===== src/design/uks_pkg.sv =====
`default_nettype none
// ----------------------------------------------------------------------------
// uks_pkg
// Shared types and codes for the unique-key stack: command and status codes
// and the key/data pair held in the store.
// ----------------------------------------------------------------------------
package uks_pkg;

	localparam int unsigned KEY_W   = 32;
	localparam int unsigned VALUE_W = 32;
	localparam int unsigned COUNT_W = 5;

	typedef logic [1:0] cmd_t;
	typedef logic [1:0] status_t;

	localparam cmd_t CMD_PUSH = 2'd0;
	localparam cmd_t CMD_POP  = 2'd1;
	localparam cmd_t CMD_PEEK = 2'd2;

	localparam status_t ST_OK    = 2'd0;
	localparam status_t ST_DUP   = 2'd1;
	localparam status_t ST_FULL  = 2'd2;
	localparam status_t ST_EMPTY = 2'd3;

	typedef struct packed {
		logic [KEY_W-1:0]   key;
		logic [VALUE_W-1:0] value;
	} entry_t;

endpackage
`default_nettype wire


===== src/design/uks_req_if.sv =====
`default_nettype none
// ----------------------------------------------------------------------------
// uks_req_if
// Command channel: valid/ready handshake carrying one push, pop or peek.
// ----------------------------------------------------------------------------
interface uks_req_if;
	logic                                valid;
	logic                                ready;
	uks_pkg::cmd_t                       cmd;
	logic signed [uks_pkg::KEY_W-1:0]    push_key;
	logic signed [uks_pkg::VALUE_W-1:0]  push_value;

	modport source (output valid, output cmd, output push_key, output push_value,
		input ready);
	modport sink (input valid, input cmd, input push_key, input push_value,
		output ready);
endinterface
`default_nettype wire


===== src/design/uks_rsp_if.sv =====
`default_nettype none
// ----------------------------------------------------------------------------
// uks_rsp_if
// Response channel: valid/ready handshake carrying one result beat.
// ----------------------------------------------------------------------------
interface uks_rsp_if;
	logic                                valid;
	logic                                ready;
	uks_pkg::status_t                    status;
	logic signed [uks_pkg::KEY_W-1:0]    top_key;
	logic signed [uks_pkg::VALUE_W-1:0]  top_value;
	logic [uks_pkg::COUNT_W-1:0]         entry_count;
	logic                                is_empty;

	modport source (output valid, output status, output top_key, output top_value,
		output entry_count, output is_empty, input ready);
	modport sink (input valid, input status, input top_key, input top_value,
		input entry_count, input is_empty, output ready);
endinterface
`default_nettype wire


===== src/design/uks_store.sv =====
`default_nettype none
// ----------------------------------------------------------------------------
// uks_store
// Key/data pair memory: one write port, one read port with registered data.
// ----------------------------------------------------------------------------
module uks_store #(
	parameter int unsigned STACK_DEPTH = 16,
	parameter int unsigned ADDR_W      = 4
) (
	input  wire logic                  clk,
	input  wire logic                  wr_en,
	input  wire logic [ADDR_W-1:0]     wr_addr,
	input  wire uks_pkg::entry_t       wr_data,
	input  wire logic [ADDR_W-1:0]     rd_addr,
	output      uks_pkg::entry_t       rd_data
);

	uks_pkg::entry_t mem_q [STACK_DEPTH];
	uks_pkg::entry_t rd_data_q;

	always_ff @(posedge clk) begin
		if (wr_en) begin
			mem_q[wr_addr] <= wr_data;
		end
		rd_data_q <= mem_q[rd_addr];
	end

	assign rd_data = rd_data_q;

endmodule
`default_nettype wire


===== src/design/uks_seq.sv =====
`default_nettype none
// ----------------------------------------------------------------------------
// uks_seq
// Command sequencer: walks the store one key per cycle through a single
// comparator for the duplicate check, commits pushes and pops, and holds
// the response register.
// ----------------------------------------------------------------------------
module uks_seq #(
	parameter int unsigned STACK_DEPTH = 16,
	parameter int unsigned ADDR_W      = 4,
	parameter int unsigned CNT_W       = 5
) (
	input  wire logic                  clk,
	input  wire logic                  arst_n,
	uks_req_if.sink                    req,
	uks_rsp_if.source                  rsp,
	output      logic                  mem_wr_en,
	output      logic [ADDR_W-1:0]     mem_wr_addr,
	output      uks_pkg::entry_t       mem_wr_data,
	output      logic [ADDR_W-1:0]     mem_rd_addr,
	input  wire uks_pkg::entry_t       mem_rd_data
);

	typedef enum logic [2:0] {
		S_IDLE,
		S_DECIDE,
		S_SCAN,
		S_TOP,
		S_DONE
	} state_t;

	state_t                      state_q, state_d;
	logic [CNT_W-1:0]            fill_q, fill_d;
	logic [ADDR_W-1:0]           idx_q, idx_d;
	uks_pkg::cmd_t               cmd_q;
	logic [uks_pkg::KEY_W-1:0]   key_q;
	logic [uks_pkg::VALUE_W-1:0] value_q;
	uks_pkg::status_t            res_status_q, res_status_d;
	uks_pkg::entry_t             res_pair_q, res_pair_d;

	logic                        rsp_valid_q;
	uks_pkg::status_t            rsp_status_q;
	uks_pkg::entry_t             rsp_pair_q;
	logic [uks_pkg::COUNT_W-1:0] rsp_count_q;
	logic                        rsp_empty_q;

	logic                        accept;
	logic                        out_free;
	logic                        is_full;
	logic [CNT_W-1:0]            last_idx;

	assign accept   = req.valid && req.ready;
	assign out_free = !rsp_valid_q || rsp.ready;
	assign is_full  = (fill_q == CNT_W'(STACK_DEPTH));
	assign last_idx = fill_q - 1'b1;

	assign req.ready = (state_q == S_IDLE);

	assign mem_wr_addr = ADDR_W'(fill_q);
	assign mem_wr_data = '{key: key_q, value: value_q};

	always_comb begin
		state_d      = state_q;
		fill_d       = fill_q;
		idx_d        = idx_q;
		res_status_d = res_status_q;
		res_pair_d   = res_pair_q;
		mem_wr_en    = 1'b0;
		mem_rd_addr  = '0;

		unique case (state_q)
			S_IDLE: begin
				if (accept) begin
					state_d = S_DECIDE;
				end
			end
			S_DECIDE: begin
				res_status_d = uks_pkg::ST_OK;
				res_pair_d   = '0;
				idx_d        = '0;
				priority if (cmd_q == uks_pkg::CMD_PUSH) begin
					if (fill_q == '0) begin
						// nothing to search; depth is at least one
						mem_wr_en = 1'b1;
						fill_d    = fill_q + 1'b1;
						state_d   = S_DONE;
					end else begin
						mem_rd_addr = '0;
						state_d     = S_SCAN;
					end
				end else if (cmd_q == uks_pkg::CMD_POP || cmd_q == uks_pkg::CMD_PEEK) begin
					if (fill_q == '0) begin
						res_status_d = uks_pkg::ST_EMPTY;
						state_d      = S_DONE;
					end else begin
						mem_rd_addr = ADDR_W'(last_idx);
						state_d     = S_TOP;
					end
				end else begin
					state_d = S_DONE;
				end
			end
			S_SCAN: begin
				// read data belongs to idx_q, issued last cycle
				priority if (mem_rd_data.key == key_q) begin
					res_status_d = uks_pkg::ST_DUP;
					state_d      = S_DONE;
				end else if (CNT_W'(idx_q) == last_idx) begin
					if (is_full) begin
						res_status_d = uks_pkg::ST_FULL;
					end else begin
						mem_wr_en = 1'b1;
						fill_d    = fill_q + 1'b1;
					end
					state_d = S_DONE;
				end else begin
					mem_rd_addr = ADDR_W'(idx_q + 1'b1);
					idx_d       = ADDR_W'(idx_q + 1'b1);
				end
			end
			S_TOP: begin
				res_pair_d = mem_rd_data;
				if (cmd_q == uks_pkg::CMD_POP) begin
					fill_d = last_idx;
				end
				state_d = S_DONE;
			end
			S_DONE: begin
				if (out_free) begin
					state_d = S_IDLE;
				end
			end
			default: begin
				state_d = S_IDLE;
			end
		endcase
	end

	always_ff @(posedge clk or negedge arst_n) begin
		if (!arst_n) begin
			state_q     <= S_IDLE;
			fill_q      <= '0;
			rsp_valid_q <= 1'b0;
		end else begin
			state_q <= state_d;
			fill_q  <= fill_d;
			if (state_q == S_DONE && out_free) begin
				rsp_valid_q <= 1'b1;
			end else if (rsp.ready) begin
				rsp_valid_q <= 1'b0;
			end
		end
	end

	always_ff @(posedge clk) begin
		idx_q        <= idx_d;
		res_status_q <= res_status_d;
		res_pair_q   <= res_pair_d;
		if (accept) begin
			cmd_q   <= req.cmd;
			key_q   <= req.push_key;
			value_q <= req.push_value;
		end
		if (state_q == S_DONE && out_free) begin
			rsp_status_q <= res_status_q;
			rsp_pair_q   <= res_pair_q;
			rsp_count_q  <= uks_pkg::COUNT_W'(fill_q);
			rsp_empty_q  <= (fill_q == '0);
		end
	end

	assign rsp.valid       = rsp_valid_q;
	assign rsp.status      = rsp_status_q;
	assign rsp.top_key     = rsp_pair_q.key;
	assign rsp.top_value   = rsp_pair_q.value;
	assign rsp.entry_count = rsp_count_q;
	assign rsp.is_empty    = rsp_empty_q;

	a_fill_bound: assert property (@(posedge clk) disable iff (!arst_n)
		fill_q <= CNT_W'(STACK_DEPTH))
		else $error("fill level beyond depth");

	a_write_room: assert property (@(posedge clk) disable iff (!arst_n)
		mem_wr_en |-> !is_full && cmd_q == uks_pkg::CMD_PUSH)
		else $error("store written while full or not pushing");

	a_empty_flag: assert property (@(posedge clk) disable iff (!arst_n)
		rsp_valid_q && rsp_status_q == uks_pkg::ST_EMPTY |-> rsp_empty_q)
		else $error("empty status with entries held");

	a_fill_on_pop: assert property (@(posedge clk) disable iff (!arst_n)
		state_q == S_TOP && cmd_q == uks_pkg::CMD_POP |=> fill_q == $past(fill_q) - 1'b1)
		else $error("pop did not drop fill level");

	a_busy: assert property (@(posedge clk) disable iff (!arst_n)
		accept |=> !req.ready)
		else $error("second beat taken while busy");

endmodule
`default_nettype wire


===== src/design/unique_key_stack.sv =====
`default_nettype none
// Push onto an empty stack, pop/peek of an empty stack or an unused command go
// straight to the response; pop or peek first reads the top pair from the store;
// a push compares stored keys one per cycle (up to STACK_DEPTH), stopping at the
// first duplicate. A command is taken only once the last response is registered;
// a response still waiting downstream holds the block busy until it goes.
// Reset (arst_n, async, active low) empties the stack; store contents are not cleared.
// ----------------------------------------------------------------------------
// unique_key_stack
// LIFO stack of key/data pairs that refuses a push whose key is already held;
// push, pop and peek report status, the top pair, the entry count and an
// empty flag.
// ----------------------------------------------------------------------------
module unique_key_stack #(
	parameter int unsigned STACK_DEPTH = 16
) (
	input  wire logic  clk,
	input  wire logic  arst_n,
	uks_req_if.sink    req,
	uks_rsp_if.source  rsp
);

	localparam int unsigned ADDR_W = (STACK_DEPTH > 1) ? $clog2(STACK_DEPTH) : 1;
	localparam int unsigned CNT_W  = $clog2(STACK_DEPTH + 1);

	logic              mem_wr_en;
	logic [ADDR_W-1:0] mem_wr_addr;
	uks_pkg::entry_t   mem_wr_data;
	logic [ADDR_W-1:0] mem_rd_addr;
	uks_pkg::entry_t   mem_rd_data;

	uks_seq #(
		.STACK_DEPTH (STACK_DEPTH),
		.ADDR_W      (ADDR_W),
		.CNT_W       (CNT_W)
	) u_seq (
		.clk         (clk),
		.arst_n      (arst_n),
		.req         (req),
		.rsp         (rsp),
		.mem_wr_en   (mem_wr_en),
		.mem_wr_addr (mem_wr_addr),
		.mem_wr_data (mem_wr_data),
		.mem_rd_addr (mem_rd_addr),
		.mem_rd_data (mem_rd_data)
	);

	uks_store #(
		.STACK_DEPTH (STACK_DEPTH),
		.ADDR_W      (ADDR_W)
	) u_store (
		.clk     (clk),
		.wr_en   (mem_wr_en),
		.wr_addr (mem_wr_addr),
		.wr_data (mem_wr_data),
		.rd_addr (mem_rd_addr),
		.rd_data (mem_rd_data)
	);

endmodule
`default_nettype wire

===== src/flat_wrapper.sv =====
// flat-port wrapper written by rule: the top's interface ports become plain ports
module unique_key_stack_flat 
#(
	parameter int unsigned STACK_DEPTH = 16
)
  (clk, arst_n, req_valid, req_cmd, req_push_key, req_push_value, req_ready, rsp_valid, rsp_status, rsp_top_key, rsp_top_value, rsp_entry_count, rsp_is_empty, rsp_ready);
  uks_req_if req_i ();
  uks_rsp_if rsp_i ();
  input  wire logic clk;
  input  wire logic arst_n;
  input wire logic [$bits(req_i.valid)-1:0] req_valid;
  input wire logic [$bits(req_i.cmd)-1:0] req_cmd;
  input wire logic [$bits(req_i.push_key)-1:0] req_push_key;
  input wire logic [$bits(req_i.push_value)-1:0] req_push_value;
  output wire logic [$bits(req_i.ready)-1:0] req_ready;
  output wire logic [$bits(rsp_i.valid)-1:0] rsp_valid;
  output wire logic [$bits(rsp_i.status)-1:0] rsp_status;
  output wire logic [$bits(rsp_i.top_key)-1:0] rsp_top_key;
  output wire logic [$bits(rsp_i.top_value)-1:0] rsp_top_value;
  output wire logic [$bits(rsp_i.entry_count)-1:0] rsp_entry_count;
  output wire logic [$bits(rsp_i.is_empty)-1:0] rsp_is_empty;
  input wire logic [$bits(rsp_i.ready)-1:0] rsp_ready;
  assign req_i.valid = req_valid;
  assign req_i.cmd = req_cmd;
  assign req_i.push_key = req_push_key;
  assign req_i.push_value = req_push_value;
  assign req_ready = req_i.ready;
  assign rsp_valid = rsp_i.valid;
  assign rsp_status = rsp_i.status;
  assign rsp_top_key = rsp_i.top_key;
  assign rsp_top_value = rsp_i.top_value;
  assign rsp_entry_count = rsp_i.entry_count;
  assign rsp_is_empty = rsp_i.is_empty;
  assign rsp_i.ready = rsp_ready;
  unique_key_stack #(.STACK_DEPTH(STACK_DEPTH)) u_core (.clk(clk), .arst_n(arst_n), .req(req_i), .rsp(rsp_i));
endmodule

===== config.mk =====
export PLATFORM = sky130hd
export DESIGN_NAME = unique_key_stack_flat
export DESIGN_NICKNAME = d
export VERILOG_FILES = /design/src/design/uks_pkg.sv /design/src/design/uks_req_if.sv /design/src/design/uks_rsp_if.sv /design/src/design/uks_store.sv /design/src/design/uks_seq.sv /design/src/design/unique_key_stack.sv /design/src/flat_wrapper.sv
export SDC_FILE = /design/constraint.sdc
export NUM_CORES = 1
export LEC_CHECK = 0
export ABC_AREA = 1
export BUFFER_PORTS_ARGS = -buffer_cell sky130_fd_sc_hd__buf_4
export CAP_MARGIN = 5
export CORE_MARGIN = 4
export CORE_UTILIZATION = 26
export DETAILED_ROUTE_END_ITERATION = 12
export GPL_ROUTABILITY_DRIVEN = 0
export GPL_TIMING_DRIVEN = 0
export MAX_ROUTING_LAYER = met4
export PLACE_DENSITY = 0.44
export REMOVE_ABC_BUFFERS = 1
export SLEW_MARGIN = 5
export SYNTH_ARGS = -nofsm -noshare
export SYNTH_HDL_FRONTEND = slang
export SYNTH_SLANG_ARGS = --single-unit

===== constraint.sdc =====
create_clock -name clk -period 23.5 [get_ports clk]
set_input_delay 4.7 -clock clk [delete_from_list [all_inputs] [get_ports clk]]
set_output_delay 4.7 -clock clk [all_outputs]
set_load 0.02 [all_outputs]

==> impl_metrics.tcl <==
set metrics [dict create \
    status "completed" \
    intPower_mw 4.67 \
    cts_buffers 141 \
    root_buffer "clkbuf_16" \
    syn-cell-area_mm2 0.0542 \
    r2r_end "u_core.u_store.rd_data[50]$_DFF_P_" \
    ctsHoldBuffers 0 \
    grt_setup_unrepaired "no" \
    yosys_register_bits 1305 \
    clkTransAtPathRegs_ns 0.06 \
    antenna_found_initial 3 \
    path_cells "nor2_1 -> nand2_1 -> inv_1 -> buf_4" \
    core_mm2 0.207 \
    slew_violations 0 \
    hold_ws_ns 0.411 \
    start_util 0.262 \
    critical_path_buf_inv_count 2 \
    area_growth_pct 19.5 \
    via_per_inst 4.34 \
    synthTopCellsByArea "edfxtp_1, nand3_1, inv_1" \
    required_ns 18.80 \
    rows 167 \
    grt_max_degree 115 \
    holdPathStages 0 \
    hpwl_um 90000 \
    setup_viol 0 \
    synth_cell_type_count 32 \
    dpl_worst_slack_ns 17.22 \
    grtUsageTotal 0.144 \
    die_w_um 465 \
    fin_skew_ns 0.0223 \
    dr.pass1.iters 5 \
    hp-class "flip-flop to flip-flop" \
    yosysMostFrequentCell "edfxtp_1" \
    synth_warnings 0 \
    ys_async_sr_fraction 0.00690 \
    worst_pin_slew_ns 0.901 \
    worstSetupPathType "flip-flop to output port" \
    finalWirelength_um 154000 \
    power_leakage_nw 25.1 \
    clockBufferDepth 3 \
    die_area_mm2 0.216 \
    p_clk_frac 0.306 \
    yosysTopAreaCell "edfxtp_1" \
    p_switching_mw 2.31 \
    overflow 0 \
    ir_drop_mv 0.0725 \
    finalCritPeriodShare 0.278 \
    p_seq_frac 0.429 \
    grt_pass1_wl_um 226000 \
    drv_cap 0 \
    clock_latency_ns 0.76 \
    antenna_left 0 \
    power.density_mw_per_mm2 108 \
    drt-wirelength-per-cell_um 19.9 \
    synth_top_cell_area_share 0.682 \
    reg2reg_from "u_core.u_seq.key_q[12]$_DFFE_PP_" \
    cpMaxStageDelayCell "dfrtp_1" \
    syn_avg_cell_area_um2 11.5 \
    r2r_cells 21 \
    htreeDepth 4 \
    cts_tree "yes" \
    io_buffer_count 143 \
    clock-sinks 1305 \
    combPwrFrac 0.265 \
    cp_top_family "flip-flops" \
    period_needed_ns 6.54 \
    synthCells 4718 \
    hold_end "u_core.u_seq.rsp.top_key[6]$_DFFE_PP_" \
    setup_ws_ns 16.96 \
    p_sw_frac 0.331 \
    min_from "u_core.u_seq.res_pair_q[38]$_SDFFCE_PN0P_" \
    die_y_um 465 \
    rrSetupSlack_ns 17.62 \
    drt_iter0_drc 3230 \
    synth_commonest_cells "edfxtp_1, nand3_1, inv_1, nand2_1, nand3b_1" \
    post_cts_buffers 0 \
    ios 144 \
    cpPeakStageDelay_ns 0.43 \
    cp-start-kind "flip-flop" \
    cts_resized 0 \
    timing.final.hold_violations 0 \
    routed-via-count 33700 \
    cp_max_fo 4 \
    layout-drive-gt1-share 0.0969 \
    relSlewSlack 0.397 \
    cp-end-kind "output port" \
    fmax_ghz 0.153 \
    synth-edff-count 1232 \
    synth-main-ff-cell "edfxtp_1" \
    route.detailed.drc 0 \
    layout.nets 4927 \
    critPathArrivalTime_ns 1.84 \
    ys_seq_area_frac 0.710 \
    grt_pass1_vias 32700 \
]
-- worst max path at each step --
stage          cells after the start                                  endpoint  slack (ns)                                 from
2_1_floorplan                     13         u_core.u_store.rd_data[0]$_DFF_P_        6.60   u_core.u_seq.fill_q[0]$_DFFE_PN0P_
4_1_cts                            4                                 req_ready       16.89  u_core.u_seq.state_q[1]$_DFFE_PN0P_
6_report                           4                                 req_ready       16.96  u_core.u_seq.state_q[1]$_DFFE_PN0P_
3_3_place_gp                       9        u_core.u_store.rd_data[28]$_DFF_P_      -18.64  u_core.u_seq.state_q[2]$_DFFE_PN0P_
5_1_grt                            4                                 req_ready       16.87  u_core.u_seq.state_q[1]$_DFFE_PN0P_
3_5_place_dp                       5  u_core.u_seq.rsp.top_value[24]$_DFFE_PP_       17.22                            rsp_ready
-- power groups by stage --
stage	sequential, mW	combinational (mW)	clock [mW]
2_1_floorplan	3.01	1.24	0
3_3_place_gp	3.06	2.08	0
3_5_place_dp	3.04	1.88	0
4_1_cts	3.00	1.89	2.20
5_1_grt	3.02	2.06	2.29
6_report	2.99	1.85	2.13
-- routing by layer --
metal	GRT usage	vias up	wire length, um
met3	0.0188	227	6800
met4	0.0431	0	3790
met1	0.201	16500	73200
li1	-	16200	-
met5	-	-	0
met2	0.220	813	70500
-- worst reg2reg max path: stages, from the launching register on --
cell	delay, ns
edfxtp_1	0.61
xnor2_1	0.29
nand2_1	0.16
nor2_1	0.27
nand2_1	0.22
nor2_1	0.23
nand2_1	0.23
nand3_4	0.55
buf_16	0.34
buf_12	0.29
buf_16	0.28
buf_12	0.30
nand2_8	0.46
buf_16	0.45
buf_16	0.26
buf_16	0.31
nand2_1	0.16
nand2_1	0.05
nand2_1	0.07
nand3_1	0.09
nand3_1	0.09
nand2_1	0.07
-- flip-flops by register name (all words and copies together), names as in the netlist, 4 cells and up --
| signal | count |
|---|---|
| u_core.u_store.rd_data | 64 |
| u_core.u_seq.fill_q | 5 |
| u_core.u_seq.res_pair_q | 64 |
| u_core.u_seq.rsp.top_value | 32 |
| u_core.u_seq.rsp.top_key | 32 |
| u_core.u_seq.rsp.entry_count | 5 |
| u_core.u_seq.idx_q | 4 |
| u_core.u_seq.value_q | 32 |
| u_core.u_store.mem_q | 1024 |
| u_core.u_seq.key_q | 32 |
-- cell families (layout without fill, tap and decap cells) --
logic type,Yosys count,count (layout),share of synthesized area
and+or+nand+nor,2265,2265,0.198
adders and majority gates,7,7,0.00161
xor gates and xnor gates,32,32,0.00517
AOI/OAI and AO/OA,19,19,0.00201
buffers and inverters,1090,1336,0.0832
other,0,3,0
DFF,1305,1305,0.710
-- area by class of cell --
cell class / instances / area [um^2]
timing repair buffer: 264 / 3930
fill: 20900 / 142000
multi-input combinational: 2323 / 11400
clock inverter: 50 / 353
clock buffer: 207 / 4020
antenna: 3 / 7.51
sequential: 1305 / 38500
tap: 2788 / 3490
inverter: 815 / 3080
-- placed cells by master, fill, tap and decap left out, types with 2 or more instances in the layout --
master      netlist  layout
buf_16            0      58
nor2_4            2      19
clkbuf_8          0       9
nand2_4           0       2
clkbuf_1         28      50
nand3_1        1162    1161
xnor2_1          25      25
clkinv_1          0      26
ha_1              7       7
diode_2           0       3
a21oi_1           4       3
edfxtp_1       1232    1232
dfxtp_1          64      64
inv_8             0       2
inv_6             0       6
o21ai_0          10       9
nand2_8           1       2
bufinv_16         0       4
clkinvlp_4        0       2
inv_1           811     810
clkinv_2          0      12
nor2_1          106      89
buf_4             9     143
dfrtp_1           9       9
inv_2             4       2
nand2_1         795     793
buf_12            0      63
xor2_1            7       7
nand3b_1        193     193
clkbuf_16         0     148
-- per-stage QoR --
stage | utilization | power, mW | setup TNS [ns] | area (um^2) | cells
6_report | 0.313 | 6.98 | 0 | 64800 | 7755
5_1_grt | 0.313 | 7.37 | 0 | 64800 | 7755
4_1_cts | 0.313 | 7.08 | 0 | 64800 | 7752
3_5_place_dp | 0.292 | 4.92 | 0 | 60400 | 7495
3_3_place_gp | 0.277 | 5.14 | -1174.56 | 57400 | 7374
2_1_floorplan | - | 4.25 | 0 | 52800 | 4443
Power figures use the tool's default switching activity.
